==> config.mk <==
export PLATFORM = sky130hd
export DESIGN_NAME = mm4_seq
export DESIGN_NICKNAME = d
export VERILOG_FILES = /design/src/rtl/mm4_pkg.sv /design/src/rtl/mm4_seq.sv
export SDC_FILE = /design/constraint.sdc
export NUM_CORES = 1
export LEC_CHECK = 0
export BUFFER_PORTS_ARGS = -buffer_cell sky130_fd_sc_hd__buf_2
export CAP_MARGIN = 20
export CELL_PAD_IN_SITES_DETAIL_PLACEMENT = 2
export CELL_PAD_IN_SITES_GLOBAL_PLACEMENT = 2
export CORE_AREA = 2 2 39 41
export CTS_BUF_LIST = sky130_fd_sc_hd__clkbuf_16
export DETAILED_ROUTE_END_ITERATION = 12
export DIE_AREA = 0 0 41 43
export PLACE_DENSITY = 0.52
export SYNTH_ARGS = -nofsm -noshare
export SYNTH_HDL_FRONTEND = slang
export SYNTH_SLANG_ARGS = --single-unit
==> constraint.sdc <==
create_clock -name clk_i -period 1.8 [get_ports clk_i]
set_clock_uncertainty 0.1 [all_clocks]
set_input_delay 0.27 -clock clk_i [delete_from_list [all_inputs] [get_ports clk_i]]
set_output_delay 0.27 -clock clk_i [all_outputs]
set_load 0.02 [all_outputs]
==> src/rtl/mm4_pkg.sv <==
// Shared types, constants and saturation helper for the 4x4 fixed-point matrix multiplier.
package mm4_pkg;

  localparam int DIM       = 4;
  localparam int FRAC_BITS = 16;
  localparam int ELEM_W    = 32;
  localparam int IDX_W     = $clog2(DIM);
  localparam int CMD_W     = 2;
  localparam int COLF_W    = 2;
  localparam int PROD_W    = 2 * ELEM_W;
  localparam int ACC_W     = PROD_W + $clog2(DIM);
  localparam int PAY_W     = COLF_W + DIM * ELEM_W;
  localparam int TDATA_W   = ((PAY_W + 7) / 8) * 8;

  localparam logic [ELEM_W-1:0] SAT_MAX = {1'b0, {(ELEM_W-1){1'b1}}};
  localparam logic [ELEM_W-1:0] SAT_MIN = {1'b1, {(ELEM_W-1){1'b0}}};

  typedef enum logic [CMD_W-1:0] {
    CMD_LOAD_A  = 2'd0,
    CMD_LOAD_B  = 2'd1,
    CMD_COMPUTE = 2'd2
  } cmd_e;

  typedef enum logic {
    ST_IDLE,
    ST_RUN
  } state_e;

  typedef logic [DIM-1:0][ELEM_W-1:0] col_t;

  typedef struct packed {
    logic             valid;
    logic [IDX_W-1:0] col;
    logic [IDX_W-1:0] k;
  } issue_t;

  function automatic logic [ELEM_W-1:0] saturate(input logic signed [ACC_W-1:0] acc);
    logic signed [ACC_W-1:0]  sh;
    logic [ACC_W-ELEM_W:0]    top;
    sh  = acc >>> FRAC_BITS;
    top = sh[ACC_W-1:ELEM_W-1];
    if ((&top) || !(|top)) begin
      return sh[ELEM_W-1:0];
    end else if (sh[ACC_W-1]) begin
      return SAT_MIN;
    end else begin
      return SAT_MAX;
    end
  endfunction

endpackage

==> src/rtl/mm4_seq.sv <==
// Read sequencer that walks product columns and inner-product terms for a compute run.
module mm4_seq (
  input  logic            clk_i,
  input  logic            rst_ni,
  input  logic            start_i,
  input  logic            adv_i,
  output logic            busy_o,
  output mm4_pkg::issue_t issue_o
);
  import mm4_pkg::*;

  state_e           state_q, state_d;
  logic [IDX_W-1:0] c_q, c_d;
  logic [IDX_W-1:0] k_q, k_d;
  logic             final_term;

  assign final_term = (c_q == IDX_W'(DIM - 1)) && (k_q == IDX_W'(DIM - 1));

  always_comb begin
    state_d = state_q;
    unique case (state_q)
      ST_IDLE: begin
        if (start_i) begin
          state_d = ST_RUN;
        end
      end
      ST_RUN: begin
        if (adv_i && final_term) begin
          state_d = ST_IDLE;
        end
      end
      default: state_d = ST_IDLE;
    endcase
  end

  always_comb begin
    c_d = c_q;
    k_d = k_q;
    unique case (state_q)
      ST_IDLE: begin
        c_d = '0;
        k_d = '0;
      end
      ST_RUN: begin
        if (adv_i) begin
          if (k_q == IDX_W'(DIM - 1)) begin
            k_d = '0;
            c_d = c_q + IDX_W'(1);
          end else begin
            k_d = k_q + IDX_W'(1);
          end
        end
      end
      default: begin
        c_d = '0;
        k_d = '0;
      end
    endcase
  end

  always_comb begin
    busy_o        = 1'b0;
    issue_o.valid = 1'b0;
    unique case (state_q)
      ST_IDLE: busy_o = 1'b0;
      ST_RUN: begin
        busy_o        = 1'b1;
        issue_o.valid = 1'b1;
      end
      default: busy_o = 1'b0;
    endcase
    issue_o.col = c_q;
    issue_o.k   = k_q;
  end

  always_ff @(posedge clk_i or negedge rst_ni) begin
    if (!rst_ni) begin
      state_q <= ST_IDLE;
      c_q     <= '0;
      k_q     <= '0;
    end else begin
      state_q <= state_d;
      c_q     <= c_d;
      k_q     <= k_d;
    end
  end

endmodule

==> results_dict.tcl <==
set metrics [dict create \
    relSlewSlack 0.793 \
    final_nets 42 \
    clock_sinks 5 \
    post-route-period-util 0.745 \
    wl_per_cell_um 12.7 \
    cp_data_required_time_ps 1430 \
    endpoint_kind "primary output" \
    tightest_slew_ps 311 \
    drc_errors 0 \
    yosysSeqAreaShare 0.488 \
    slew_viol_final 0 \
    hold_buffers 1 \
    slowest_delay_ps 510 \
    dr.pass1.iters 4 \
    r2r_end "state_q" \
    synth-seq-cells 5 \
    place.gp.congestion 0.594 \
    syn_area_um2 256 \
    rows 14 \
    layout-drive-gt1-share 0.400 \
    crit_type "reg -> out" \
    diodes 0 \
    start_kind "register" \
    cts_tree "yes" \
    clk_pin_slew_ps 30 \
    use_met2 0.131 \
    synthCells 23 \
    grt.total_usage 0.0919 \
    synth.net_count 29 \
    synth_area_leaders "dfrtp_1, ha_1, buf_4" \
    drt-total-wl_um 650 \
    dp.final_hpwl_um 452 \
    vdd_drop_max_mv 0.596 \
    port_buffers 9 \
    r2r_cells 3 \
    die_w_um 41 \
    io_pins 10 \
    synth.top_cell.area_share 0.488 \
    coreArea_mm2 0.00138 \
    final_cell_mix "buf_2, dfrtp_1, nand2_1, clkbuf_16" \
    yosysWarnings 0 \
    min_path_cells 3 \
    r2r_start "k_q[0]" \
    final_common_cell "buf_2" \
    path_cells "buf_2" \
    fmax_mhz 746 \
    dieArea_mm2 0.00176 \
    first_iter_violations 2 \
    total_power_mw 0.807 \
    hp-start "start_i" \
    path_max_fanout 11 \
    yosys.area.top_type "dfrtp_1" \
    pre_cts_ws_ps 577 \
    areaGrowthSynthToFinish_pct 54.1 \
    yosysUniqueCellTypes 14 \
    hold_path_class "in -> reg" \
    rrSetupSlack_ps 540 \
    grt_util_met3 0.0209 \
    cap_violations 0 \
    start_util 0.185 \
    grt_overflow 0 \
    drtAntennaViolNets 0 \
    via_per_inst 4.41 \
    holdPathEnd "state_q" \
    insertion_delay_ps 230 \
    vias 225 \
    crit_path_top_delay_cell "dfrtp_1" \
    grt_pass1_wl_mm 1.06 \
    critPathArrivalTime_ps 970 \
    cts_max_path_buffers 2 \
    top_usage_layer "met2" \
    grt_max_degree 12 \
    finalHoldViolations 0 \
    cp_top_family "flip-flops" \
    grt_pass1_vias 240 \
    status "finished clean" \
    setup_viol 0 \
    post_cts_resized 0 \
    cts-root-buf "clkbuf_16" \
    rsz0062_at_grt "false" \
    die_y_um 43 \
    numCtsBuffers 3 \
    antenna_found_initial 0 \
    h-tree-depth 1 \
    cp_num_buf_inv 1 \
    gr-usage-met1 0.108 \
    final.setup.tns_ps 0 \
    post_cts_buffers 0 \
    syn_area_per_cell_um2 11.2 \
    leakage_nw 0.190 \
    setup_slack_ps 459 \
    min_period_ps 1340 \
    power_density_mw_per_mm2 2040 \
]
## kinds of logic (layout without fill, tap and decap cells)
| kind of cell | count (synthesis) | in the layout | synth area share |
|---|---|---|---|
| adder cells (fa/ha/maj) | 2 | 2 | 0.0975 |
| AND/OR/NAND/NOR | 9 | 9 | 0.205 |
| AO/OA/AOI/OAI | 4 | 4 | 0.112 |
| buffers and inverters | 2 | 14 | 0.0585 |
| multiplexers | 1 | 1 | 0.0390 |
| flip-flops | 5 | 5 | 0.488 |
## state kept, by name, summed over array words and instances, names as in the netlist
register / flops
k_q: 2
state_q: 1
c_q: 2
## worst max-delay path by stage
stage | cells after the start | endpoint | from
CTS | 1 | issue_o[4] | state_q
global route | 1 | busy_o | state_q
global placement | 3 | c_q[1] | k_q[0]
detailed placement | 3 | state_q | k_q[0]
floorplan | 3 | state_q | k_q[0]
finish | 1 | issue_o[4] | state_q
## metrics by stage
stage | std cells | util | area (um^2) | hold WS [ps]
2_1_floorplan | 23 | - | 256 | -126
3_3_place_gp | 46 | 0.222 | 307 | -3.46
3_5_place_dp | 46 | 0.222 | 307 | -3.73
4_1_cts | 51 | 0.286 | 395 | 226
5_1_grt | 51 | 0.286 | 395 | 267
6_report | 51 | 0.286 | 395 | 225
## area by class of cell
class,instances,area (um^2)
multi-input combinational,16,116
timing repair buffer,10,55.1
fill,169,988
tap,16,20.0
clock buffer,3,75.1
clock inverter,1,3.75
sequential,5,125
## where the power goes
| part | switching, mW | internal [mW] |
|---|---|---|
| combinational | 0.139 | 0.0986 |
| sequential | 0.0467 | 0.159 |
| clock | 0.0755 | 0.288 |
## metal layers
metal | vias to the layer above | part of all wire
met2 | 11 | 0.47
met5 | - | 0
met4 | 0 | 0.022
met3 | 2 | 0.088
li1 | 104 | -
met1 | 108 | 0.42
## synthesized netlist by cell type
master	instances
dfrtp_1	5
nand2_1	3
buf_4	2
ha_1	2
o21ai_0	2
a31oi_1	1
and2_4	1
mux2i_1	1
nand3b_1	1
nand4_1	1
nand4b_1	1
nor2_1	1
nor2b_1	1
o31ai_2	1
(Power assumes the default switching activity.)
